## config.mk

```make
export PLATFORM = sky130hd
export DESIGN_NAME = centered_moving_average_detrend_flat
export DESIGN_NICKNAME = d
export VERILOG_FILES = /design/src/rtl/cmad_pkg.sv /design/src/rtl/cmad_in_if.sv /design/src/rtl/cmad_out_if.sv /design/src/rtl/cmad_front.sv /design/src/rtl/cmad_queue.sv /design/src/rtl/cmad_back.sv /design/src/rtl/centered_moving_average_detrend.sv /design/src/flat_wrapper.sv
export VERILOG_INCLUDE_DIRS = /design/src /design/src/rtl
export SDC_FILE = /design/constraint.sdc
export NUM_CORES = 2
export LEC_CHECK = 0
export ABC_AREA = 1
export ABC_CLOCK_PERIOD_IN_PS = 7700
export BUFFER_PORTS_ARGS = -buffer_cell sky130_fd_sc_hd__buf_2
export CAP_MARGIN = 30
export CORE_MARGIN = 2
export CORE_UTILIZATION = 25
export CTS_CLUSTER_DIAMETER = 80
export CTS_CLUSTER_SIZE = 40
export DETAILED_ROUTE_END_ITERATION = 10
export GPL_TIMING_DRIVEN = 0
export PLACE_DENSITY = 0.45
export REMOVE_ABC_BUFFERS = 1
export SYNTH_ARGS = -nofsm -noshare
export SYNTH_HDL_FRONTEND = slang
export SYNTH_SLANG_ARGS = --single-unit
export TNS_END_PERCENT = 100
```

## constraint.sdc

```tcl
create_clock -name clk -period 7.7 [get_ports clk]
set_input_delay 0.77 -clock clk [delete_from_list [all_inputs] [get_ports clk]]
set_output_delay 0.77 -clock clk [all_outputs]
set_load 0.03 [all_outputs]
```

## src/rtl/centered_moving_average_detrend_defines.svh

```systemverilog
// Assertion macros shared by the detrend block's modules.
`ifndef CENTERED_MOVING_AVERAGE_DETREND_DEFINES_SVH
`define CENTERED_MOVING_AVERAGE_DETREND_DEFINES_SVH

`ifndef SYNTHESIS

// Condition that must hold at every clock edge out of reset.
`define CMAD_ASSERT(lbl, cond) \
    lbl: assert property (@(posedge clk) disable iff (!rst_n) (cond)) \
        else $error("cmad: invariant check failed");

// When pre holds, post must hold in the next cycle.
`define CMAD_ASSERT_NEXT(lbl, pre, post) \
    lbl: assert property (@(posedge clk) disable iff (!rst_n) (pre) |=> (post)) \
        else $error("cmad: sequence check failed");

`else

`define CMAD_ASSERT(lbl, cond)
`define CMAD_ASSERT_NEXT(lbl, pre, post)

`endif

`endif

```

## src/rtl/cmad_pkg.sv

```systemverilog
// Shared constants for the centered moving average detrend block.
package cmad_pkg;

    // Fixed field widths of the stream ports
    localparam int SAMPLE_W  = 16;
    localparam int OUT_W     = 21;
    localparam int FRAC_BITS = 4;

    // Defaults for the top-level parameters
    localparam int DEF_HALF_WINDOW = 15;
    localparam int DEF_SAMPLE_BITS = 16;

    // Depth of the job queue between window front end and divider
    localparam int QUEUE_DEPTH = 4;

endpackage

```

## src/rtl/cmad_in_if.sv

```systemverilog
// Input sample stream: valid/ready with sample and end-of-spectrum mark.
interface cmad_in_if import cmad_pkg::*; ();
    logic                valid;
    logic                ready;
    logic [SAMPLE_W-1:0] sample;
    logic                end_of_spectrum;

    modport source (output valid, output sample, output end_of_spectrum, input ready);
    modport sink   (input valid, input sample, input end_of_spectrum, output ready);
endinterface

```

## src/rtl/cmad_out_if.sv

```systemverilog
// Result stream: valid/ready with detrended value and last-sample flag.
interface cmad_out_if import cmad_pkg::*; ();
    logic                    valid;
    logic                    ready;
    logic signed [OUT_W-1:0] detrended;
    logic                    final_result;

    modport source (output valid, output detrended, output final_result, input ready);
    modport sink   (input valid, input detrended, input final_result, output ready);
endinterface

```

## src/rtl/cmad_front.sv

```systemverilog
// Window front end: sample store, running sum, output scheduling and end flush.
`include "centered_moving_average_detrend_defines.svh"

module cmad_front import cmad_pkg::*; #(
    parameter int HALF_WINDOW = DEF_HALF_WINDOW,
    parameter int SAMPLE_BITS = DEF_SAMPLE_BITS,
    localparam int WIN_LEN = 2 * HALF_WINDOW + 1,
    localparam int SB      = (SAMPLE_BITS < SAMPLE_W) ? SAMPLE_BITS : SAMPLE_W,
    localparam int CW      = $clog2(WIN_LEN + 1),
    localparam int SUMW    = SB + CW,
    localparam int JOB_W   = SB + SUMW + CW + 1
) (
    input  logic             clk,
    input  logic             rst_n,
    cmad_in_if.sink          samples,
    output logic             job_valid,
    input  logic             job_ready,
    output logic [JOB_W-1:0] job
);

    localparam int AW = $clog2(WIN_LEN);
    localparam int PW = $clog2(HALF_WINDOW + 2);

    typedef struct packed {
        logic [SB-1:0]   x;
        logic [SUMW-1:0] sum;
        logic [CW-1:0]   cnt;
        logic            is_last;
    } job_t;

    typedef enum logic [3:0] {
        ST_IDLE  = 4'b0001,
        ST_PUSH  = 4'b0010,
        ST_FL_RD = 4'b0100,
        ST_FL_EM = 4'b1000
    } state_t;

    state_t          state_reg, state_next;
    logic [AW-1:0]   wp_reg, wp_next;
    logic [SUMW-1:0] sum_reg, sum_next;
    logic [CW-1:0]   seen_reg, seen_next;
    logic [PW-1:0]   pend_reg, pend_next;
    logic [PW-1:0]   age_reg, age_next;
    logic [AW-1:0]   px_reg, px_next;
    logic [AW-1:0]   pd_reg, pd_next;
    logic            last_reg, last_next;
    logic [SB-1:0]   x_reg, x_next;

    // Window store, two registered read ports, one write port
    logic [SB-1:0]   store_mem [WIN_LEN];
    logic [SB-1:0]   rd_a_reg, rd_b_reg;
    logic            mem_we, mem_re;
    logic [AW-1:0]   addr_a, addr_b;

    logic [AW-1:0]   addr_h, wp_inc, px0, pd0, px_inc, pd_inc;
    logic            full, need_job, drop;
    logic [SUMW-1:0] sum_push, sum_fl;
    logic [CW-1:0]   seen_push, cnt_fl;
    logic [PW-1:0]   pend_push;
    job_t            job_d;

    always_ff @(posedge clk)
    begin
        if (mem_we)
        begin
            store_mem[wp_reg] <= x_reg;
        end
        if (mem_re)
        begin
            rd_a_reg <= store_mem[addr_a];
            rd_b_reg <= store_mem[addr_b];
        end
    end

    // Circular index arithmetic
    assign addr_h = (wp_reg >= AW'(HALF_WINDOW)) ? wp_reg - AW'(HALF_WINDOW)
                                                : wp_reg + AW'(HALF_WINDOW + 1);
    assign wp_inc = (wp_reg == AW'(WIN_LEN - 1)) ? '0 : wp_reg + 1'b1;
    assign px0    = (wp_reg >= AW'(pend_reg)) ? wp_reg - AW'(pend_reg)
                                              : wp_reg + (AW'(WIN_LEN) - AW'(pend_reg));
    assign pd0    = (px0 >= AW'(HALF_WINDOW + 1)) ? px0 - AW'(HALF_WINDOW + 1)
                                                  : px0 + AW'(HALF_WINDOW);
    assign px_inc = (px_reg == AW'(WIN_LEN - 1)) ? '0 : px_reg + 1'b1;
    assign pd_inc = (pd_reg == AW'(WIN_LEN - 1)) ? '0 : pd_reg + 1'b1;

    // Push of a new sample: evict the oldest once the window is full
    assign full      = (seen_reg == CW'(WIN_LEN));
    assign sum_push  = sum_reg - (full ? SUMW'(rd_a_reg) : '0) + SUMW'(x_reg);
    assign seen_push = full ? seen_reg : seen_reg + 1'b1;
    assign pend_push = pend_reg + 1'b1;
    assign need_job  = (pend_push > PW'(HALF_WINDOW));

    // Flush: window of the sample at age_reg loses its oldest entry
    assign drop   = ((CW'(age_reg) + CW'(HALF_WINDOW + 1)) < seen_reg);
    assign sum_fl = sum_reg - (drop ? SUMW'(rd_a_reg) : '0);
    assign cnt_fl = drop ? CW'(age_reg) + CW'(HALF_WINDOW + 1) : seen_reg;

    always_comb
    begin
        state_next = state_reg;
        wp_next    = wp_reg;
        sum_next   = sum_reg;
        seen_next  = seen_reg;
        pend_next  = pend_reg;
        age_next   = age_reg;
        px_next    = px_reg;
        pd_next    = pd_reg;
        last_next  = last_reg;
        x_next     = x_reg;
        mem_we     = 1'b0;
        mem_re     = 1'b0;
        addr_a     = wp_reg;
        addr_b     = addr_h;
        job_valid  = 1'b0;
        job_d      = '{x: rd_b_reg, sum: sum_push, cnt: seen_push, is_last: 1'b0};

        unique case (state_reg)
            ST_IDLE:
            begin
                if (samples.valid)
                begin
                    mem_re     = 1'b1;
                    x_next     = samples.sample[SB-1:0];
                    last_next  = samples.end_of_spectrum;
                    state_next = ST_PUSH;
                end
            end
            ST_PUSH:
            begin
                job_valid = !last_reg && need_job;
                if (!(job_valid && !job_ready))
                begin
                    mem_we    = 1'b1;
                    wp_next   = wp_inc;
                    sum_next  = sum_push;
                    seen_next = seen_push;
                    if (last_reg)
                    begin
                        age_next   = pend_reg;
                        px_next    = px0;
                        pd_next    = pd0;
                        state_next = ST_FL_RD;
                    end
                    else
                    begin
                        pend_next  = need_job ? PW'(HALF_WINDOW) : pend_push;
                        state_next = ST_IDLE;
                    end
                end
            end
            ST_FL_RD:
            begin
                mem_re     = 1'b1;
                addr_a     = pd_reg;
                addr_b     = px_reg;
                state_next = ST_FL_EM;
            end
            ST_FL_EM:
            begin
                job_valid = 1'b1;
                job_d     = '{x: rd_b_reg, sum: sum_fl, cnt: cnt_fl,
                              is_last: (age_reg == '0)};
                if (job_ready)
                begin
                    sum_next = sum_fl;
                    if (age_reg == '0)
                    begin
                        wp_next    = '0;
                        sum_next   = '0;
                        seen_next  = '0;
                        pend_next  = '0;
                        state_next = ST_IDLE;
                    end
                    else
                    begin
                        age_next   = age_reg - 1'b1;
                        px_next    = px_inc;
                        pd_next    = pd_inc;
                        state_next = ST_FL_RD;
                    end
                end
            end
            default:
            begin
                state_next = ST_IDLE;
            end
        endcase
    end

    assign samples.ready = (state_reg == ST_IDLE);
    assign job           = job_d;

    // Control state
    always_ff @(posedge clk or negedge rst_n)
    begin
        if (!rst_n)
        begin
            state_reg <= ST_IDLE;
            wp_reg    <= '0;
            sum_reg   <= '0;
            seen_reg  <= '0;
            pend_reg  <= '0;
            age_reg   <= '0;
            px_reg    <= '0;
            pd_reg    <= '0;
            last_reg  <= 1'b0;
        end
        else
        begin
            state_reg <= state_next;
            wp_reg    <= wp_next;
            sum_reg   <= sum_next;
            seen_reg  <= seen_next;
            pend_reg  <= pend_next;
            age_reg   <= age_next;
            px_reg    <= px_next;
            pd_reg    <= pd_next;
            last_reg  <= last_next;
        end
    end

    // Sample payload
    always_ff @(posedge clk)
    begin
        x_reg <= x_next;
    end

    `CMAD_ASSERT_NEXT(a_flush_clears, job_valid && job_ready && job_d.is_last, seen_reg == '0 && state_reg == ST_IDLE)
    `CMAD_ASSERT(a_pend_bound, state_reg != ST_IDLE || pend_reg <= PW'(HALF_WINDOW))

endmodule

```

## src/rtl/cmad_queue.sv

```systemverilog
// Small job queue between the window front end and the divider back end.
`include "centered_moving_average_detrend_defines.svh"

module cmad_queue import cmad_pkg::*; #(
    parameter int WIDTH = 8,
    parameter int DEPTH = QUEUE_DEPTH
) (
    input  logic             clk,
    input  logic             rst_n,
    input  logic             in_valid,
    output logic             in_ready,
    input  logic [WIDTH-1:0] in_data,
    output logic             out_valid,
    input  logic             out_ready,
    output logic [WIDTH-1:0] out_data
);

    localparam int PTRW = $clog2(DEPTH);
    localparam int CNTW = $clog2(DEPTH + 1);

    logic [WIDTH-1:0] slot_reg [DEPTH];
    logic [PTRW-1:0]  wr_ptr_reg, rd_ptr_reg;
    logic [CNTW-1:0]  count_reg;
    logic             push, pop;

    assign in_ready  = (count_reg < CNTW'(DEPTH));
    assign out_valid = (count_reg != '0);
    assign out_data  = slot_reg[rd_ptr_reg];
    assign push      = in_valid && in_ready;
    assign pop       = out_valid && out_ready;

    always_ff @(posedge clk)
    begin
        if (push)
        begin
            slot_reg[wr_ptr_reg] <= in_data;
        end
    end

    // Pointers and fill level
    always_ff @(posedge clk or negedge rst_n)
    begin
        if (!rst_n)
        begin
            wr_ptr_reg <= '0;
            rd_ptr_reg <= '0;
            count_reg  <= '0;
        end
        else
        begin
            if (push)
            begin
                wr_ptr_reg <= (wr_ptr_reg == PTRW'(DEPTH - 1)) ? '0 : wr_ptr_reg + 1'b1;
            end
            if (pop)
            begin
                rd_ptr_reg <= (rd_ptr_reg == PTRW'(DEPTH - 1)) ? '0 : rd_ptr_reg + 1'b1;
            end
            if (push && !pop)
            begin
                count_reg <= count_reg + 1'b1;
            end
            else if (pop && !push)
            begin
                count_reg <= count_reg - 1'b1;
            end
        end
    end

    `CMAD_ASSERT(a_count_bound, count_reg <= CNTW'(DEPTH))

endmodule

```

## src/rtl/cmad_back.sv

```systemverilog
// Divider back end: 16*(x*cnt - sum)/cnt, rounded half away from zero, clamped.
`include "centered_moving_average_detrend_defines.svh"

module cmad_back import cmad_pkg::*; #(
    parameter int HALF_WINDOW = DEF_HALF_WINDOW,
    parameter int SAMPLE_BITS = DEF_SAMPLE_BITS,
    localparam int WIN_LEN = 2 * HALF_WINDOW + 1,
    localparam int SB      = (SAMPLE_BITS < SAMPLE_W) ? SAMPLE_BITS : SAMPLE_W,
    localparam int CW      = $clog2(WIN_LEN + 1),
    localparam int SUMW    = SB + CW,
    localparam int JOB_W   = SB + SUMW + CW + 1
) (
    input  logic             clk,
    input  logic             rst_n,
    input  logic             job_valid,
    output logic             job_ready,
    input  logic [JOB_W-1:0] job,
    cmad_out_if.source       results
);

    localparam int DIGITS = 4;
    localparam int MAGW   = SB + CW;
    localparam int DIFW   = MAGW + 1;
    localparam int DW     = MAGW + FRAC_BITS + 2;
    localparam int NITER  = (DW + DIGITS - 1) / DIGITS;
    localparam int DPW    = NITER * DIGITS;
    localparam int SW     = $clog2(NITER);
    localparam int QW     = (DPW > OUT_W + 1) ? DPW : OUT_W + 1;

    localparam logic [OUT_W-1:0] OUT_MAX_CODE = {1'b0, {(OUT_W - 1){1'b1}}};
    localparam logic [OUT_W-1:0] OUT_MIN_CODE = {1'b1, {(OUT_W - 1){1'b0}}};
    localparam logic [QW-1:0]    Q_POS_LIM    = QW'(OUT_MAX_CODE);
    localparam logic [QW-1:0]    Q_NEG_LIM    = QW'(OUT_MIN_CODE);

    typedef struct packed {
        logic [SB-1:0]   x;
        logic [SUMW-1:0] sum;
        logic [CW-1:0]   cnt;
        logic            is_last;
    } job_t;

    typedef enum logic [4:0] {
        B_IDLE = 5'b00001,
        B_MUL  = 5'b00010,
        B_NORM = 5'b00100,
        B_DIV  = 5'b01000,
        B_DONE = 5'b10000
    } state_t;

    state_t                   state_reg;
    job_t                     job_reg;
    logic signed [DIFW-1:0]   diff_reg;
    logic                     neg_reg;
    logic [DPW-1:0]           dvd_reg, quo_reg;
    logic [CW:0]              dvs_reg;
    logic [CW+1:0]            rem_reg;
    logic [SW-1:0]            step_reg;
    logic                     out_valid_reg;
    logic [OUT_W-1:0]         det_reg;
    logic                     fin_reg;

    logic [MAGW-1:0]          prod, mag;
    logic [CW+1:0]            div_rem;
    logic [DPW-1:0]           div_dvd, div_quo;
    logic [QW-1:0]            qx;
    logic [OUT_W-1:0]         det_val;
    logic                     load_out;

    assign job_ready = (state_reg == B_IDLE);
    assign prod      = MAGW'(job_reg.x) * MAGW'(job_reg.cnt);
    assign mag       = diff_reg[DIFW-1] ? MAGW'(-diff_reg) : MAGW'(diff_reg);

    // Restoring division, DIGITS quotient bits per cycle
    always_comb
    begin
        div_rem = rem_reg;
        div_dvd = dvd_reg;
        div_quo = quo_reg;
        for (int i = 0; i < DIGITS; i++)
        begin
            div_rem = {div_rem[CW:0], div_dvd[DPW-1]};
            div_dvd = {div_dvd[DPW-2:0], 1'b0};
            if (div_rem >= (CW + 2)'(dvs_reg))
            begin
                div_rem = div_rem - (CW + 2)'(dvs_reg);
                div_quo = {div_quo[DPW-2:0], 1'b1};
            end
            else
            begin
                div_quo = {div_quo[DPW-2:0], 1'b0};
            end
        end
    end

    // Sign and clamp to the output range
    assign qx = QW'(quo_reg);
    always_comb
    begin
        if (!neg_reg)
        begin
            det_val = (qx > Q_POS_LIM) ? OUT_MAX_CODE : OUT_W'(qx);
        end
        else
        begin
            det_val = (qx > Q_NEG_LIM) ? OUT_MIN_CODE : OUT_W'(~qx + QW'(1));
        end
    end

    assign load_out = (state_reg == B_DONE) && (!out_valid_reg || results.ready);

    // Sequencer and output register valid
    always_ff @(posedge clk or negedge rst_n)
    begin
        if (!rst_n)
        begin
            state_reg     <= B_IDLE;
            step_reg      <= '0;
            out_valid_reg <= 1'b0;
        end
        else
        begin
            unique case (state_reg)
                B_IDLE:
                begin
                    if (job_valid)
                    begin
                        state_reg <= B_MUL;
                    end
                end
                B_MUL:
                begin
                    state_reg <= B_NORM;
                end
                B_NORM:
                begin
                    step_reg  <= '0;
                    state_reg <= B_DIV;
                end
                B_DIV:
                begin
                    step_reg <= step_reg + 1'b1;
                    if (step_reg == SW'(NITER - 1))
                    begin
                        state_reg <= B_DONE;
                    end
                end
                B_DONE:
                begin
                    if (load_out)
                    begin
                        state_reg <= B_IDLE;
                    end
                end
                default:
                begin
                    state_reg <= B_IDLE;
                end
            endcase

            if (load_out)
            begin
                out_valid_reg <= 1'b1;
            end
            else if (results.ready)
            begin
                out_valid_reg <= 1'b0;
            end
        end
    end

    // Datapath registers
    always_ff @(posedge clk)
    begin
        if (state_reg == B_IDLE && job_valid)
        begin
            job_reg <= job_t'(job);
        end
        if (state_reg == B_MUL)
        begin
            diff_reg <= $signed({1'b0, prod}) - $signed({1'b0, job_reg.sum});
        end
        if (state_reg == B_NORM)
        begin
            neg_reg <= diff_reg[DIFW-1];
            dvd_reg <= DPW'({mag, {(FRAC_BITS + 1){1'b0}}}) + DPW'(job_reg.cnt);
            dvs_reg <= {job_reg.cnt, 1'b0};
            rem_reg <= '0;
            quo_reg <= '0;
        end
        if (state_reg == B_DIV)
        begin
            dvd_reg <= div_dvd;
            rem_reg <= div_rem;
            quo_reg <= div_quo;
        end
        if (load_out)
        begin
            det_reg <= det_val;
            fin_reg <= job_reg.is_last;
        end
    end

    assign results.valid        = out_valid_reg;
    assign results.detrended    = det_reg;
    assign results.final_result = fin_reg;

    `CMAD_ASSERT(a_rem_below_divisor, state_reg != B_DIV || rem_reg < (CW + 2)'(dvs_reg))
    `CMAD_ASSERT_NEXT(a_done_loads_output, load_out, results.valid && state_reg == B_IDLE)

endmodule

```

## src/rtl/centered_moving_average_detrend.sv

```systemverilog
// Top level of the centered moving average detrend block.
//
//   channel   dir  beat payload                         accepted when
//   samples   in   sample[15:0], end_of_spectrum        valid && ready
//   results   out  detrended[20:0] (s, 4 frac), final   valid && ready
//
// The front end takes a sample with a memory read, then a write that waits on a
// full job queue. The divider takes a job through MUL, NORM, DIV (4 quotient
// bits per cycle) and DONE before the next; at the default window of 31 that
// sets the rate. An end-of-spectrum beat flushes up to HALF_WINDOW+1 results
// into the job queue; no new sample is taken until the flush has been issued.
// Reset clears all control state at once; the window memory needs no clearing.
// Either side may stall; the job queue and the output register decouple them.
module centered_moving_average_detrend import cmad_pkg::*; #(
    parameter int HALF_WINDOW = DEF_HALF_WINDOW,
    parameter int SAMPLE_BITS = DEF_SAMPLE_BITS
) (
    input  logic       clk,
    input  logic       rst_n,
    cmad_in_if.sink    samples,
    cmad_out_if.source results
);

    localparam int WIN_LEN = 2 * HALF_WINDOW + 1;
    localparam int SB      = (SAMPLE_BITS < SAMPLE_W) ? SAMPLE_BITS : SAMPLE_W;
    localparam int CW      = $clog2(WIN_LEN + 1);
    localparam int JOB_W   = SB + (SB + CW) + CW + 1;

    logic             fe_valid, fe_ready;
    logic [JOB_W-1:0] fe_job;
    logic             be_valid, be_ready;
    logic [JOB_W-1:0] be_job;

    cmad_front #(
        .HALF_WINDOW (HALF_WINDOW),
        .SAMPLE_BITS (SAMPLE_BITS)
    ) u_front (
        .clk       (clk),
        .rst_n     (rst_n),
        .samples   (samples),
        .job_valid (fe_valid),
        .job_ready (fe_ready),
        .job       (fe_job)
    );

    cmad_queue #(
        .WIDTH (JOB_W),
        .DEPTH (QUEUE_DEPTH)
    ) u_queue (
        .clk       (clk),
        .rst_n     (rst_n),
        .in_valid  (fe_valid),
        .in_ready  (fe_ready),
        .in_data   (fe_job),
        .out_valid (be_valid),
        .out_ready (be_ready),
        .out_data  (be_job)
    );

    cmad_back #(
        .HALF_WINDOW (HALF_WINDOW),
        .SAMPLE_BITS (SAMPLE_BITS)
    ) u_back (
        .clk       (clk),
        .rst_n     (rst_n),
        .job_valid (be_valid),
        .job_ready (be_ready),
        .job       (be_job),
        .results   (results)
    );

endmodule
```

## src/flat_wrapper.sv

```systemverilog
// flat-port wrapper written by rule: the top's interface ports become plain ports
module centered_moving_average_detrend_flat import cmad_pkg::*;
#(
    parameter int HALF_WINDOW = DEF_HALF_WINDOW,
    parameter int SAMPLE_BITS = DEF_SAMPLE_BITS
)
  (clk, rst_n, samples_valid, samples_sample, samples_end_of_spectrum, samples_ready, results_valid, results_detrended, results_final_result, results_ready);
  cmad_in_if samples_i ();
  cmad_out_if results_i ();
  input  logic clk;
  input  logic rst_n;
  input wire logic [$bits(samples_i.valid)-1:0] samples_valid;
  input wire logic [$bits(samples_i.sample)-1:0] samples_sample;
  input wire logic [$bits(samples_i.end_of_spectrum)-1:0] samples_end_of_spectrum;
  output wire logic [$bits(samples_i.ready)-1:0] samples_ready;
  output wire logic [$bits(results_i.valid)-1:0] results_valid;
  output wire logic [$bits(results_i.detrended)-1:0] results_detrended;
  output wire logic [$bits(results_i.final_result)-1:0] results_final_result;
  input wire logic [$bits(results_i.ready)-1:0] results_ready;
  assign samples_i.valid = samples_valid;
  assign samples_i.sample = samples_sample;
  assign samples_i.end_of_spectrum = samples_end_of_spectrum;
  assign samples_ready = samples_i.ready;
  assign results_valid = results_i.valid;
  assign results_detrended = results_i.detrended;
  assign results_final_result = results_i.final_result;
  assign results_i.ready = results_ready;
  centered_moving_average_detrend #(.HALF_WINDOW(HALF_WINDOW), .SAMPLE_BITS(SAMPLE_BITS)) u_core (.clk(clk), .rst_n(rst_n), .samples(samples_i), .results(results_i));
endmodule
```

==> metrics <==
Post-synth top flop=edfxtp_1; area delta synth->final=13.61%; final setup violation count=0; die footprint=around 0.21 sq mm; fin crit share=a little under 90%; die width=~460 um; most common cell after layout, fill and taps aside=nand2_1; Cell Area, Synth=~0.052 sq mm; Synth cell types=55; Clock Path Buffers=3; WS Path Type=reg2reg; simple-gate share of the synthesized area=approximately a fifth; Crit path depth=32; HP Class=in2reg; Final #Nets=~5,800; Crit-path slowest cell=o21ai_0; Worst setup SP type=flop; GR Layer Usage met2=between 20 and 30%; Synth Instances=~5,600; CTS tree=yes; clock slew at reported path FFs=between 100 and 150 ps; final WL=166,700 um; met3 Usage GRT=~2.0%; most frequent cells in the layout=nand2_1 (1,127), edfxtp_1 (867), inv_1 (768), nand3_1 (655), o21ai_0 (357); Crit path required time=between 8000 and 9000 ps; cell family contributing the most delay on the critical path=compound AO/OA/AOI/OAI gates; DR vias/cell=about 4.8; critical path capture point type=flop; skew final=95.15 ps; number of flops mapped to enable cells by yosys=between 800 and 900; total grt overflow=0; Max Cap Viol=0; total track usage=between 10% and 20%; H-Tree Depth=2; slew margin rel.=approximately 34%; largest family of logic cells by synthesized area=simple AND/OR/NAND/NOR gates; CTS buffer count=51; final design area excluding fillers=0.05935 sq mm; worst setup path endpoint=u_core.u_back.rem_reg[2]; Rows=approximately 170; Cell Area, Placed=0.05729 sq mm; vias post-DR=40,394; worst slew pin tran=roughly 990 ps; Max Slew Vio Count=0; Critical path buffers and inverters=2; CP max FO=10; grt peak-use layer=met2; flip-flop and latch count after synthesis=roughly 940; Synth Area in XOR/XNOR=roughly 1.3%; multiplexer share of the synthesized area=less than 1%; global placement routability congestion=roughly 0.85; Post-Synth Adder-Cell Area=around 6.3%; chip height=461.1 um; Max stage delay on crit path=500 ps; CTS resizes=0; # DRC=0; unrepaired setup endpoints after global routing=no; final hold violations=0; Num Clock Sinks=between 900 and 1,000; clk_lat worst skew=780 ps; Starting DRT DRC Count=3,674; FMAX=0.1499 GHz; Core ar.=around 0.21 sq mm; Clock Tree Root=clkbuf_16; met1 GRT Util=roughly 20%; Reg-to-Reg Start=u_core.u_back.dvs_reg[2]; Mean Syn Cell Area=9.267 sq um; post-route ant nets=0; share of layout cells above drive strength 1=roughly 6.2%; status=finished, final reports clean; capturing point of the worst reg2reg path=u_core.u_back.rem_reg[2]; largest net degree at the start of global routing=between 100 and 150; Crit. Startpoint=u_core.u_back.dvs_reg[2]; Initial Util=25.18%; Reg2Reg Depth=32; register area share after synthesis=between 50% and 60%; compound-cell area share of the yosys netlist=about a tenth; Period minus WS final=~6700 ps; max reg flops=around 500; Reg2Reg Setup Slack=1030 ps; first-pass GRT wire length=248,900 um; Post-synth ARST share=around 7.6%; WL/cell=between 15 and 20 um; 1st-pass router iterations=6; HPWL after DPL=between 100,000 and 150,000 um; initial antenna violation count=3; cell repeated most along the worst path=nor2_1; Setup Fix Bufs, Post-CTS=0; vias in the first global route=approximately 39,000; worst endpoint data arrival time=7140 ps; IO buf count=44; Synth Warn #=0; IO Pins=between 40 and 50
-- synthesized netlist by cell type (6+ instances only) --
cell      instances  area share (%)
o31ai_1           7            0.10
and2_1           16            0.19
buf_1            20            0.14
dfrtp_1          70             3.4
xnor2_1          23            0.39
buf_4             8            0.11
nand3b_1          8            0.11
xor2_1           54            0.91
nand3_1         655             6.3
o21ai_1          13            0.12
ha_1            126             3.0
inv_1           773             5.6
or2_2             7           0.084
o22ai_1          54            0.65
a21oi_1         119             1.1
a21o_1            6           0.086
clkbuf_1        153             1.1
nor4_1           12            0.14
nand2_1        1130             8.1
o211ai_1        259             3.7
nand2_2           6           0.072
nor2_1          343             2.5
edfxtp_1        867              50
fa_1             86             3.3
a31oi_1           6           0.072
nor3_1           32            0.31
o21bai_1          6           0.086
nand4_1         221             2.6
inv_2             8           0.057
buf_2           136             1.3
o21ai_0         358             3.4
-- what timing repair did --
action | in CTS | in global routing
hold buffers | 1 | 0
hold endpoints to repair | 8 | 0
setup endpoints to repair | 0 | 0
-- area by class of cell --
cell class	count	area, sq um
repair buffers	159	2708
clock inverters	43	752.0
clock buffers	52	1280
multi-input cells	3594	20220
flip-flops and latches	943	27920
fillers	21582	148100
diodes	5	12.51
inverters	783	2957
well taps	2788	3488
-- routing by layer --
| layer | part of all wire, % | vias up |
|---|---|---|
| met5 | 0.0054 | - |
| met4 | 3.7 | 2 |
| met3 | 5.7 | 286 |
| met2 | 46 | 1273 |
| met1 | 44 | 19693 |
| li1 | - | 19140 |
-- cells by family after synthesis --
logic type / Yosys count
and+or+nand+nor: 2444
buffers and inverters: 1100
DFF: 943
AOI/OAI and AO/OA: 860
adders and majority gates: 212
xor gates and xnor gates: 77
muxes: 1
-- metrics by stage --
stage	utilization, %	TNS (ps)	hold WS (ps)	std cells	worst slack [ps]
2_1_floorplan	-	-25830	400.3	5320	-1307
3_3_place_gp	26.29	-355920	478.9	8152	-10260
3_5_place_dp	27.61	0	492.1	8266	983.5
4_1_cts	28.60	0	130.5	8362	976.4
5_1_grt	28.60	0	148.1	8362	238.0
6_report	28.60	0	174.4	8367	1029
-- worst min-delay path by stage --
stage,slack [ps],cells after the start,to,from
floorplan,400,0,u_core.u_back.results.final_result,u_core.u_back.job_reg[0]
global placement,480,0,u_core.u_queue.slot_reg[1][30],u_core.u_front.rd_b_reg[3]
detailed placement,490,0,u_core.u_queue.slot_reg[0][33],u_core.u_front.rd_b_reg[6]
CTS,130,1,u_core.u_front.x_reg[10],samples_sample[10]
global route,150,1,u_core.u_front.x_reg[10],samples_sample[10]
finish,170,1,u_core.u_front.x_reg[9],samples_sample[9]
Power is left out: the tool's default activity adds up to more than one toggle a clock period on the data nets, which glitch-free logic cannot reach.
